File: src/hw/rtl/cbr_pkg.sv
package cbr_pkg;

	// Field and register widths
	localparam int COORD_W    = 16;
	localparam int CNT_W      = 7;
	localparam int IDX_W      = 6;
	localparam int NUM_REGS   = 8;
	localparam int REG_IDX_W  = 4;
	localparam int REG_SEL_W  = $clog2(NUM_REGS);

	// Curve parameter t is unsigned Q0.16, u = 1 - t needs one more bit
	localparam int T_W        = 16;
	localparam int U_W        = T_W + 1;
	localparam int STEP_W     = T_W + 1;

	// Shared multiplier: 34 x 18 signed, 52-bit product
	localparam int MA_W       = 34;
	localparam int MB_W       = 18;
	localparam int PROD_W     = MA_W + MB_W;

	// Weights are Q0.32 and may reach 1.0, hence 33 bits
	localparam int WT_W       = 33;
	localparam int RND_SHIFT  = 16;
	localparam int RND_W      = WT_W + RND_SHIFT;

	// Blend accumulator: |sum| < 2^49, plus rounding headroom
	localparam int ACC_W      = 51;
	localparam int OUT_SHIFT  = 32;

	localparam int DIV_STEPS  = STEP_W;
	localparam int CALC_STEPS = 15;
	localparam int SEQ_W      = 5;

	localparam int DEF_MAX_POINTS = 64;

	typedef logic signed [COORD_W-1:0] coord_t;

	localparam coord_t REG_RESET [NUM_REGS] = '{
		-16'sd12288, -16'sd4096,
		-16'sd4096,   16'sd4096,
		 16'sd4096,   16'sd4096,
		 16'sd12288, -16'sd4096
	};

	typedef enum logic [4:0] {
		OP_NONE,
		OP_LOAD,
		OP_DIV,
		OP_UU,
		OP_TT,
		OP_UUU,
		OP_TUU,
		OP_TTU,
		OP_TTT,
		OP_X0,
		OP_X1,
		OP_X2,
		OP_X3,
		OP_Y0,
		OP_Y1,
		OP_Y2,
		OP_Y3
	} op_t;

	typedef enum logic [1:0] {
		ST_IDLE,
		ST_DIV,
		ST_CALC,
		ST_EMIT
	} state_t;

	typedef struct packed {
		op_t  op;
		logic emit;
	} cmd_t;

	typedef struct packed {
		logic cnt_zero;
		logic last_pt;
		logic out_free;
	} sts_t;

	// Multiply schedule of one point; the final step only drains the product register
	function automatic op_t calc_op(input logic [SEQ_W-1:0] seq);
		op_t op;
		case (seq)
			5'd0:    op = OP_UU;
			5'd1:    op = OP_TT;
			5'd2:    op = OP_UUU;
			5'd3:    op = OP_TUU;
			5'd4:    op = OP_TTU;
			5'd5:    op = OP_TTT;
			5'd6:    op = OP_X0;
			5'd7:    op = OP_X1;
			5'd8:    op = OP_X2;
			5'd9:    op = OP_X3;
			5'd10:   op = OP_Y0;
			5'd11:   op = OP_Y1;
			5'd12:   op = OP_Y2;
			5'd13:   op = OP_Y3;
			default: op = OP_NONE;
		endcase
		return op;
	endfunction

endpackage

File: src/hw/rtl/cbr_ctrl.sv
module cbr_ctrl (
	input  logic           clk,
	input  logic           arst_n,
	input  logic           in_valid,
	output logic           in_stall,
	input  cbr_pkg::sts_t  sts,
	output cbr_pkg::cmd_t  cmd
);

	cbr_pkg::state_t state_q, state_d;
	logic [cbr_pkg::SEQ_W-1:0] cnt_q, cnt_d;

	always_ff @(posedge clk or negedge arst_n) begin
		if (!arst_n) begin
			state_q <= cbr_pkg::ST_IDLE;
			cnt_q   <= '0;
		end else begin
			state_q <= state_d;
			cnt_q   <= cnt_d;
		end
	end

	always_comb begin
		state_d  = state_q;
		cnt_d    = cnt_q;
		cmd.op   = cbr_pkg::OP_NONE;
		cmd.emit = 1'b0;
		in_stall = 1'b1;
		case (state_q)
			cbr_pkg::ST_IDLE: begin
				in_stall = 1'b0;
				// a zero count is taken and dropped
				if (in_valid && !sts.cnt_zero) begin
					cmd.op  = cbr_pkg::OP_LOAD;
					state_d = cbr_pkg::ST_DIV;
					cnt_d   = '0;
				end
			end
			cbr_pkg::ST_DIV: begin
				cmd.op = cbr_pkg::OP_DIV;
				if (cnt_q == cbr_pkg::SEQ_W'(cbr_pkg::DIV_STEPS - 1)) begin
					state_d = cbr_pkg::ST_CALC;
					cnt_d   = '0;
				end else begin
					cnt_d = cnt_q + cbr_pkg::SEQ_W'(1);
				end
			end
			cbr_pkg::ST_CALC: begin
				cmd.op = cbr_pkg::calc_op(cnt_q);
				if (cnt_q == cbr_pkg::SEQ_W'(cbr_pkg::CALC_STEPS - 1)) begin
					state_d = cbr_pkg::ST_EMIT;
				end else begin
					cnt_d = cnt_q + cbr_pkg::SEQ_W'(1);
				end
			end
			cbr_pkg::ST_EMIT: begin
				// hold the point until the output register frees up
				if (sts.out_free) begin
					cmd.emit = 1'b1;
					cnt_d    = '0;
					state_d  = sts.last_pt ? cbr_pkg::ST_IDLE : cbr_pkg::ST_CALC;
				end
			end
			default: begin
				state_d = cbr_pkg::ST_IDLE;
			end
		endcase
	end

	a_load_div: assert property (@(posedge clk) disable iff (!arst_n)
		cmd.op == cbr_pkg::OP_LOAD |=> state_q == cbr_pkg::ST_DIV)
		else $error("load not followed by division");

	a_calc_entry: assert property (@(posedge clk) disable iff (!arst_n)
		(state_q == cbr_pkg::ST_CALC && cnt_q == '0) |->
		($past(state_q) == cbr_pkg::ST_DIV || $past(state_q) == cbr_pkg::ST_EMIT))
		else $error("point calculation entered from wrong state");

	a_last_idle: assert property (@(posedge clk) disable iff (!arst_n)
		(cmd.emit && sts.last_pt) |=> state_q == cbr_pkg::ST_IDLE)
		else $error("sequencer did not stop after last point");

endmodule

File: src/hw/rtl/cbr_dp.sv
module cbr_dp #(
	parameter int MAX_POINTS = cbr_pkg::DEF_MAX_POINTS
) (
	input  logic                              clk,
	input  logic                              arst_n,
	input  cbr_pkg::cmd_t                     cmd,
	output cbr_pkg::sts_t                     sts,
	input  logic [cbr_pkg::CNT_W-1:0]         point_count,
	input  logic                              cfg_wr,
	input  logic [cbr_pkg::REG_IDX_W-1:0]     cfg_index,
	input  logic [cbr_pkg::COORD_W-1:0]       cfg_data,
	input  logic                              out_stall,
	output logic                              out_valid,
	output logic signed [cbr_pkg::COORD_W-1:0] point_x,
	output logic signed [cbr_pkg::COORD_W-1:0] point_y,
	output logic [cbr_pkg::IDX_W-1:0]         point_index,
	output logic                              last
);

	localparam int IW = (MAX_POINTS > 1) ? $clog2(MAX_POINTS) : 1;
	localparam logic [cbr_pkg::CNT_W-1:0] K_MAX = cbr_pkg::CNT_W'(MAX_POINTS);
	localparam int QW = cbr_pkg::ACC_W - cbr_pkg::OUT_SHIFT;

	cbr_pkg::coord_t p_q [cbr_pkg::NUM_REGS];

	logic [cbr_pkg::CNT_W-1:0]  k_q;
	logic [cbr_pkg::CNT_W-1:0]  k_in;
	logic [IW-1:0]              idx_q;
	logic [cbr_pkg::T_W-1:0]    t_q;
	logic [cbr_pkg::U_W-1:0]    u;
	logic [cbr_pkg::STEP_W-1:0] quo_q;
	logic [cbr_pkg::CNT_W-1:0]  rem_q;
	logic [cbr_pkg::CNT_W:0]    div_r;
	logic [cbr_pkg::CNT_W:0]    div_diff;
	logic                       div_ge;

	logic [cbr_pkg::MA_W-1:0]          ma;
	logic [cbr_pkg::MB_W-1:0]          mb;
	logic signed [cbr_pkg::PROD_W-1:0] prod_s1;
	cbr_pkg::op_t                      op_s1;

	logic [cbr_pkg::WT_W-1:0]  uu_q, tt_q;
	logic [cbr_pkg::WT_W-1:0]  w0_q, w1_q, w2_q, w3_q;
	logic [cbr_pkg::RND_W-1:0] rnd_sum;
	logic [cbr_pkg::WT_W-1:0]  rnd, rnd_x3;
	logic signed [cbr_pkg::ACC_W-1:0] accx_q, accy_q, prod_ext;

	logic                       out_valid_q;
	cbr_pkg::coord_t            x_q, y_q;
	logic [cbr_pkg::IDX_W-1:0]  index_q;
	logic                       last_q;

	function automatic cbr_pkg::coord_t round_sat(input logic signed [cbr_pkg::ACC_W-1:0] acc);
		logic signed [cbr_pkg::ACC_W-1:0] b;
		logic [QW-1:0]                    q;
		cbr_pkg::coord_t                  r;
		b = acc + (cbr_pkg::ACC_W'(1) << (cbr_pkg::OUT_SHIFT - 1));
		q = b[cbr_pkg::ACC_W-1:cbr_pkg::OUT_SHIFT];
		if ((&q[QW-1:cbr_pkg::COORD_W-1]) || !(|q[QW-1:cbr_pkg::COORD_W-1])) begin
			r = q[cbr_pkg::COORD_W-1:0];
		end else if (q[QW-1]) begin
			r = {1'b1, {(cbr_pkg::COORD_W-1){1'b0}}};
		end else begin
			r = {1'b0, {(cbr_pkg::COORD_W-1){1'b1}}};
		end
		return r;
	endfunction

	// Control point registers
	always_ff @(posedge clk or negedge arst_n) begin
		if (!arst_n) begin
			for (int i = 0; i < cbr_pkg::NUM_REGS; i++) begin
				p_q[i] <= cbr_pkg::REG_RESET[i];
			end
		end else if (cfg_wr && cfg_index < cbr_pkg::REG_IDX_W'(cbr_pkg::NUM_REGS)) begin
			p_q[cfg_index[cbr_pkg::REG_SEL_W-1:0]] <= cfg_data;
		end
	end

	assign k_in     = (point_count > K_MAX) ? K_MAX : point_count;
	assign div_r    = {rem_q, quo_q[cbr_pkg::STEP_W-1]};
	assign div_ge   = div_r >= {1'b0, k_q};
	assign div_diff = div_r - {1'b0, k_q};
	assign u        = {1'b1, {cbr_pkg::T_W{1'b0}}} - {1'b0, t_q};

	// Step = 65536 / k by restoring division, one quotient bit a cycle
	always_ff @(posedge clk) begin
		if (cmd.op == cbr_pkg::OP_LOAD) begin
			k_q   <= k_in;
			quo_q <= {1'b1, {cbr_pkg::T_W{1'b0}}};
			rem_q <= '0;
			t_q   <= '0;
			idx_q <= '0;
		end else if (cmd.op == cbr_pkg::OP_DIV) begin
			rem_q <= div_ge ? div_diff[cbr_pkg::CNT_W-1:0] : div_r[cbr_pkg::CNT_W-1:0];
			quo_q <= {quo_q[cbr_pkg::STEP_W-2:0], div_ge};
		end else if (cmd.emit) begin
			t_q   <= t_q + quo_q[cbr_pkg::T_W-1:0];
			idx_q <= idx_q + IW'(1);
		end
	end

	always_comb begin
		ma = '0;
		mb = '0;
		case (cmd.op)
			cbr_pkg::OP_UU: begin
				ma = cbr_pkg::MA_W'(u);
				mb = cbr_pkg::MB_W'(u);
			end
			cbr_pkg::OP_TT: begin
				ma = cbr_pkg::MA_W'(t_q);
				mb = cbr_pkg::MB_W'(t_q);
			end
			cbr_pkg::OP_UUU: begin
				ma = cbr_pkg::MA_W'(uu_q);
				mb = cbr_pkg::MB_W'(u);
			end
			cbr_pkg::OP_TUU: begin
				ma = cbr_pkg::MA_W'(uu_q);
				mb = cbr_pkg::MB_W'(t_q);
			end
			cbr_pkg::OP_TTU: begin
				ma = cbr_pkg::MA_W'(tt_q);
				mb = cbr_pkg::MB_W'(u);
			end
			cbr_pkg::OP_TTT: begin
				ma = cbr_pkg::MA_W'(tt_q);
				mb = cbr_pkg::MB_W'(t_q);
			end
			cbr_pkg::OP_X0: begin
				ma = cbr_pkg::MA_W'(w0_q);
				mb = cbr_pkg::MB_W'(p_q[0]);
			end
			cbr_pkg::OP_X1: begin
				ma = cbr_pkg::MA_W'(w1_q);
				mb = cbr_pkg::MB_W'(p_q[2]);
			end
			cbr_pkg::OP_X2: begin
				ma = cbr_pkg::MA_W'(w2_q);
				mb = cbr_pkg::MB_W'(p_q[4]);
			end
			cbr_pkg::OP_X3: begin
				ma = cbr_pkg::MA_W'(w3_q);
				mb = cbr_pkg::MB_W'(p_q[6]);
			end
			cbr_pkg::OP_Y0: begin
				ma = cbr_pkg::MA_W'(w0_q);
				mb = cbr_pkg::MB_W'(p_q[1]);
			end
			cbr_pkg::OP_Y1: begin
				ma = cbr_pkg::MA_W'(w1_q);
				mb = cbr_pkg::MB_W'(p_q[3]);
			end
			cbr_pkg::OP_Y2: begin
				ma = cbr_pkg::MA_W'(w2_q);
				mb = cbr_pkg::MB_W'(p_q[5]);
			end
			cbr_pkg::OP_Y3: begin
				ma = cbr_pkg::MA_W'(w3_q);
				mb = cbr_pkg::MB_W'(p_q[7]);
			end
			default: begin
				ma = '0;
				mb = '0;
			end
		endcase
	end

	always_ff @(posedge clk or negedge arst_n) begin
		if (!arst_n) begin
			op_s1 <= cbr_pkg::OP_NONE;
		end else begin
			op_s1 <= cmd.op;
		end
	end

	always_ff @(posedge clk) begin
		prod_s1 <= $signed(ma) * $signed(mb);
	end

	assign rnd_sum  = prod_s1[cbr_pkg::RND_W-1:0]
		+ (cbr_pkg::RND_W'(1) << (cbr_pkg::RND_SHIFT - 1));
	assign rnd      = rnd_sum[cbr_pkg::RND_W-1:cbr_pkg::RND_SHIFT];
	assign rnd_x3   = rnd + {rnd[cbr_pkg::WT_W-2:0], 1'b0};
	assign prod_ext = prod_s1[cbr_pkg::ACC_W-1:0];

	// Write back the product issued in the previous cycle
	always_ff @(posedge clk) begin
		case (op_s1)
			cbr_pkg::OP_UU:  uu_q   <= prod_s1[cbr_pkg::WT_W-1:0];
			cbr_pkg::OP_TT:  tt_q   <= prod_s1[cbr_pkg::WT_W-1:0];
			cbr_pkg::OP_UUU: w0_q   <= rnd;
			cbr_pkg::OP_TUU: w1_q   <= rnd_x3;
			cbr_pkg::OP_TTU: w2_q   <= rnd_x3;
			cbr_pkg::OP_TTT: w3_q   <= rnd;
			cbr_pkg::OP_X0:  accx_q <= prod_ext;
			cbr_pkg::OP_X1,
			cbr_pkg::OP_X2,
			cbr_pkg::OP_X3:  accx_q <= accx_q + prod_ext;
			cbr_pkg::OP_Y0:  accy_q <= prod_ext;
			cbr_pkg::OP_Y1,
			cbr_pkg::OP_Y2,
			cbr_pkg::OP_Y3:  accy_q <= accy_q + prod_ext;
			default: begin
			end
		endcase
	end

	// Output register
	always_ff @(posedge clk or negedge arst_n) begin
		if (!arst_n) begin
			out_valid_q <= 1'b0;
		end else if (cmd.emit) begin
			out_valid_q <= 1'b1;
		end else if (!out_stall) begin
			out_valid_q <= 1'b0;
		end
	end

	always_ff @(posedge clk) begin
		if (cmd.emit) begin
			x_q     <= round_sat(accx_q);
			y_q     <= round_sat(accy_q);
			index_q <= cbr_pkg::IDX_W'(idx_q);
			last_q  <= sts.last_pt;
		end
	end

	assign sts.cnt_zero = point_count == '0;
	assign sts.last_pt  = (cbr_pkg::CNT_W'(idx_q) + cbr_pkg::CNT_W'(1)) == k_q;
	assign sts.out_free = !out_valid_q || !out_stall;

	assign out_valid   = out_valid_q;
	assign point_x     = x_q;
	assign point_y     = y_q;
	assign point_index = index_q;
	assign last        = last_q;

	a_emit_valid: assert property (@(posedge clk) disable iff (!arst_n)
		cmd.emit |=> out_valid)
		else $error("emitted point not presented");

	a_load_range: assert property (@(posedge clk) disable iff (!arst_n)
		cmd.op == cbr_pkg::OP_LOAD |=> (k_q != '0 && k_q <= K_MAX))
		else $error("point count out of range after load");

	a_out_hold: assert property (@(posedge clk) disable iff (!arst_n)
		(out_valid && out_stall) |=>
		(out_valid && $stable({point_x, point_y, point_index, last})))
		else $error("stalled point changed");

endmodule

File: src/hw/rtl/cubic_bezier_rasterizer.sv
// Cubic Bezier point generator. Each item on the input channel carries a point
// count k (0 emits nothing, above MAX_POINTS is clamped) and yields k points of the
// curve set by four control points, written through the configuration port
// (index 0..7: p0_x, p0_y, p1_x, p1_y, p2_x, p2_y, p3_x, p3_y, signed Q1.14; other
// indexes are ignored). Point i sits at t = i * floor(65536/k) and is rounded and
// saturated to signed Q1.14; the final point of an item has last set. The item is
// taken, a restoring division gives the t step, and then each point is computed
// and handed to the output register once that register is free to take it.
// The point rate is set by the single shared 34x18 multiplier, which forms the six
// products behind the four Bernstein weights and the eight weighted control
// coordinates of each point one after another. A finished point waits in the
// output register while the next one is being computed; a new item is taken
// once the last point of the current one has gone to the output register.
module cubic_bezier_rasterizer #(
	parameter int MAX_POINTS = cbr_pkg::DEF_MAX_POINTS
) (
	input  logic                                clk,
	input  logic                                arst_n,
	input  logic                                in_valid,
	output logic                                in_stall,
	input  logic [cbr_pkg::CNT_W-1:0]           point_count,
	output logic                                out_valid,
	input  logic                                out_stall,
	output logic signed [cbr_pkg::COORD_W-1:0]  point_x,
	output logic signed [cbr_pkg::COORD_W-1:0]  point_y,
	output logic [cbr_pkg::IDX_W-1:0]           point_index,
	output logic                                last,
	input  logic                                cfg_valid,
	output logic                                cfg_ready,
	input  logic [cbr_pkg::REG_IDX_W-1:0]       cfg_index,
	input  logic [cbr_pkg::COORD_W-1:0]         cfg_data
);

	cbr_pkg::cmd_t cmd;
	cbr_pkg::sts_t sts;

	assign cfg_ready = 1'b1;

	cbr_ctrl u_ctrl (
		.clk      (clk),
		.arst_n   (arst_n),
		.in_valid (in_valid),
		.in_stall (in_stall),
		.sts      (sts),
		.cmd      (cmd)
	);

	cbr_dp #(
		.MAX_POINTS (MAX_POINTS)
	) u_dp (
		.clk         (clk),
		.arst_n      (arst_n),
		.cmd         (cmd),
		.sts         (sts),
		.point_count (point_count),
		.cfg_wr      (cfg_valid && cfg_ready),
		.cfg_index   (cfg_index),
		.cfg_data    (cfg_data),
		.out_stall   (out_stall),
		.out_valid   (out_valid),
		.point_x     (point_x),
		.point_y     (point_y),
		.point_index (point_index),
		.last        (last)
	);

endmodule
File: config.mk
export PLATFORM = sky130hd
export DESIGN_NAME = cubic_bezier_rasterizer
export DESIGN_NICKNAME = d
export VERILOG_FILES = /design/src/hw/rtl/cbr_pkg.sv /design/src/hw/rtl/cbr_ctrl.sv /design/src/hw/rtl/cbr_dp.sv /design/src/hw/rtl/cubic_bezier_rasterizer.sv
export SDC_FILE = /design/constraint.sdc
export NUM_CORES = 2
export LEC_CHECK = 0
export BUFFER_PORTS_ARGS = -buffer_cell sky130_fd_sc_hd__buf_2
export CORE_ASPECT_RATIO = 1.1
export CORE_MARGIN = 4
export CORE_UTILIZATION = 51
export CTS_CLUSTER_DIAMETER = 100
export DETAILED_ROUTE_END_ITERATION = 8
export GPL_TIMING_DRIVEN = 0
export PLACE_DENSITY = 0.74
export SETUP_SLACK_MARGIN = 0.5
export SKIP_LAST_GASP = 1
export SLEW_MARGIN = 20
export SYNTH_ARGS = -nofsm -noshare
export SYNTH_HDL_FRONTEND = slang
export SYNTH_SLANG_ARGS = --single-unit
File: constraint.sdc
create_clock -name clk -period 11.8 [get_ports clk]
set_clock_uncertainty 0.15 [all_clocks]
set_input_delay 0.59 -clock clk [delete_from_list [all_inputs] [get_ports clk]]
set_output_delay 0.59 -clock clk [all_outputs]
set_load 0.005 [all_outputs]
==> qor.csv <==
stage;metric;value;unit
drt;Vias/cell;5.969;
place;worst slack at placement;-0.7154;ns
drt;post-route ant nets;0;
final_layout;Syn-to-layout area delta;9.416;%
worst_setup_path;worst-path fanout max;10;
cts;Worst-path clk slew;0.06;ns
synth;synth warn;0;
pwr;Max VDD drop;104.6;µV
run;MaxCap Viol Count;0;
grt;total track usage;29.69;%
pwr;Psw;0.001070;W
sta;Max Fclk;0.09057;GHz
cts;worst skew pair latency;0.66;ns
synth;flops & latches, synth;584;
sta;# setup viols final;0;
sta;Min Clock Period, post-route;11.04;ns
sta;final period utilization;93.57;%
place;final RePlAce weighted congestion;1.005;
cts;total CTS buffers;66;
drt;violation count after the first detailed-routing iteration;4061;
synth;top_reg_cell synth;edfxtp_1;
worst_setup_path;slowest stage delay, CP;0.80;ns
worst_setup_path;reg-to-reg slack, setup;0.76;ns
worst_setup_path;CP Capture Type;flip-flop;
synth;Cell Area, Synth;0.05152;mm²
synth;sequential area share after synthesis;30.83;%
synth;post-synth net total;6268;
sta;Rel. slew slack;19.88;%
pwr;share of power burned in registers;50.8;%
floorplanning;total die area;0.1062;mm²
synth;Syn Inst Count;5411;
floorplanning;Initial Utilization;51.29;%
sta;Final WS setup;0.7591;ns
pwr;Pwr Density;82.12;mW/mm²
grt;Overflow after GRT;0;
cts;TritonCTS clock tree;done;
pwr;design internal power;0.003559;W
place;dpl hpwl;122500;µm
final_layout;layout cells sized above 1;9.250;%
worst_setup_path;crit path DAT;11.38;ns
sta;unrepaired setup endpoints after global routing;false;
place;# placed instances;6820;
drt;wire per inst;22.87;µm
synth;main area contributors after synthesis;edfxtp_1, fa_1, ha_1;
worst_setup_path;Setup CP Type;reg2reg;
floorplanning;I/O pin count;74;
sta;Max Slew Vio Count;0;
cts;CTS root buf;clkbuf_16;
final_layout;Nets;6449;
cts;Max Root-Sink Buffers;3;
pwr;Clk pwr share;45.1;%
synth;largest area contributor in the netlist;edfxtp_1;
worst_setup_path;Setup crit start kind;flip-flop;
cts;H-tree depth;3;
floorplanning;# rows;122;
synth;Synth top area share;20.17;%
pwr;Leakage;25.12;nW
pwr;Sw Share;23.12;%
floorplanning;chip width;311.0;µm
drt;First-pass DRT Iterations;9;
final_layout;Non-Filler Instances;6951;
synth;Mapped Avg Cell Area;9.521;µm²
drt;residual DRC count;0;
synth;Post-synth EDFFs;346;
synth;Yosys cell types;97;
sta;measured slew at the worst slew-check pin;1.196;ns
pwr;Design Power;0.004629;W
grt;largest net degree at the start of global routing;104;
worst_setup_path;CP required;12.14;ns
place;PortBufs;70;
floorplanning;core area;0.1004;mm²
drt;Vias;41490;
final_layout;Fill cells;8753;
grt;vias in the first global route;41660;
synth;Post-synth top cells;inv_1, nand2_1, fa_1;
worst_setup_path;CP max stage cell;nor3_2;
pwr;Comb pwr share;4.1;%
grt;antenna violations before repair;9;
grt;global-route wire length before repair;242900;µm
sta;final hold violation count;0;
synth;Synth async-reset ratio;24.14;%
outcome;outcome;finished, final reports clean;
drt;final WL;159000;µm
min_path;HP Class;in2reg;
cts;CTS sink count;584;
floorplanning;Die Ht;341.3;µm
## final timing paths
check	start	endpoint	cells past startpoint
max in group asynchronous	arst_n	u_dp.p_q[111]	3
setup / recovery	u_ctrl.cnt_q[0]	u_dp.prod_s1[43]	35
setup reg to reg	u_ctrl.cnt_q[0]	u_dp.prod_s1[43]	35
min in group asynchronous	arst_n	u_ctrl.cnt_q[4]	2
hold / removal	out_stall	u_dp.out_valid	3
hold reg to reg	u_dp.quo_q[8]	u_dp.quo_q[9]	2
## worst max-delay path: cells and delay by family (launching register included)
| family | cells | cell delay [ns] |
|---|---|---|
| AND/OR/NAND/NOR | 7 | 2.51 |
| buffers and inverters | 9 | 1.30 |
| XOR/XNOR | 1 | 0.17 |
| flip-flops | 1 | 0.48 |
| adder cells (fa/ha/maj) | 8 | 3.63 |
| AO/OA/AOI/OAI | 10 | 2.64 |
## sequential cells by signal, indices dropped and copies added, names as in the netlist, 17 cells and up
signal / count
u_dp.p_q: 128
u_dp.tt_q: 33
u_dp.accy_q: 51
u_dp.accx_q: 51
u_dp.uu_q: 33
u_dp.w3_q: 33
u_dp.w0_q: 33
u_dp.prod_s1: 51
u_dp.w1_q: 33
u_dp.w2_q: 33
u_dp.quo_q: 17
## cell type report
class	instances	area [µm²]	area share, %
multi-input cells	3886	32160	57.06
plain buffers	218	978.4	1.736
clock buffers	86	1788	3.172
diodes	6	15.01	0.02664
well taps	1302	1629	2.890
repair buffers	113	822.0	1.458
flip-flops and latches	584	15890	28.18
clock inverters	33	374.1	0.6637
inverters	723	2714	4.815
## per-layer routing
layer / global-route usage [%] / vias to the layer above / share of wire, %
met4: 18.72 / 2 / 7.7
li1: - / 18510 / -
met1: 36.67 / 20350 / 37
met2: 48.31 / 2087 / 46
met3: 5.596 / 546 / 9.3
met5: 0 / - / 0.0063
## cells in the final DEF (no fill, tap or decap), types with 19 or more instances in the layout
| cell type | count |
|---|---|
| ha_1 | 324 |
| and4_1 | 23 |
| nor2b_1 | 56 |
| xor2_1 | 99 |
| a31oi_1 | 19 |
| a22oi_1 | 32 |
| nand4_1 | 49 |
| mux2_2 | 133 |
| buf_2 | 140 |
| buf_4 | 27 |
| o21a_1 | 37 |
| and3_1 | 46 |
| a21oi_1 | 303 |
| clkbuf_1 | 144 |
| dfxtp_1 | 97 |
| and2_1 | 43 |
| dfstp_2 | 20 |
| o211ai_1 | 21 |
| nor2_1 | 457 |
| clkbuf_16 | 67 |
| a211oi_1 | 25 |
| nand3_1 | 74 |
| nand2_1 | 718 |
| dfrtp_1 | 121 |
| o21ai_0 | 235 |
| edfxtp_1 | 346 |
| a21o_1 | 101 |
| nor3_1 | 58 |
| mux2i_1 | 26 |
| fa_1 | 501 |
| inv_1 | 718 |
| nand2b_1 | 44 |
| xnor2_1 | 150 |
## repair_timing
| item | in CTS | in global routing |
|---|---|---|
| pin swaps | 0 | 1 |
| buffers inserted | 0 | 5 |
| hold buffers | 1 | 0 |
| gates resized for setup | 11 | 23 |
| setup endpoints to repair | 16 | 13 |
| endpoints found under the hold margin | 38 | 0 |
## through the flow
step | utilization (%) | area (µm²) | hold slack [ns] | setup TNS, ns
floorplan | - | 51520 | 0.1444 | 0
global placement | 53.26 | 53500 | 0.3123 | -4.915
detailed placement | 53.79 | 54020 | 0.3198 | -3.785
CTS | 55.99 | 56240 | 0.03026 | 0
global route | 56.11 | 56360 | 0.07328 | 0
finish | 56.12 | 56370 | 0.04873 | 0
## cells by family (layout without fill, tap and decap cells)
family,Yosys count,count (layout),share of synthesized area (%)
and+or+nand+nor,1664,1664,14.47
muxes,160,160,3.456
DFF,584,584,30.83
buffers and inverters,941,1173,7.128
xor gates and xnor gates,249,249,4.233
adders and majority gates,825,825,27.34
other,1,7,0.007279
AOI/OAI and AO/OA,987,987,12.53
## power groups by stage
stage                     logic [W]  clock network (W)  registers, W
final                      0.000191            0.00209       0.00235
after floorplan            0.000115                  0       0.00237
after global placement     0.000180                  0       0.00238
after detailed placement   0.000190                  0       0.00238
after global routing       0.000211            0.00218       0.00236
after CTS                  0.000191            0.00209       0.00235
(Power assumes the default switching activity.)
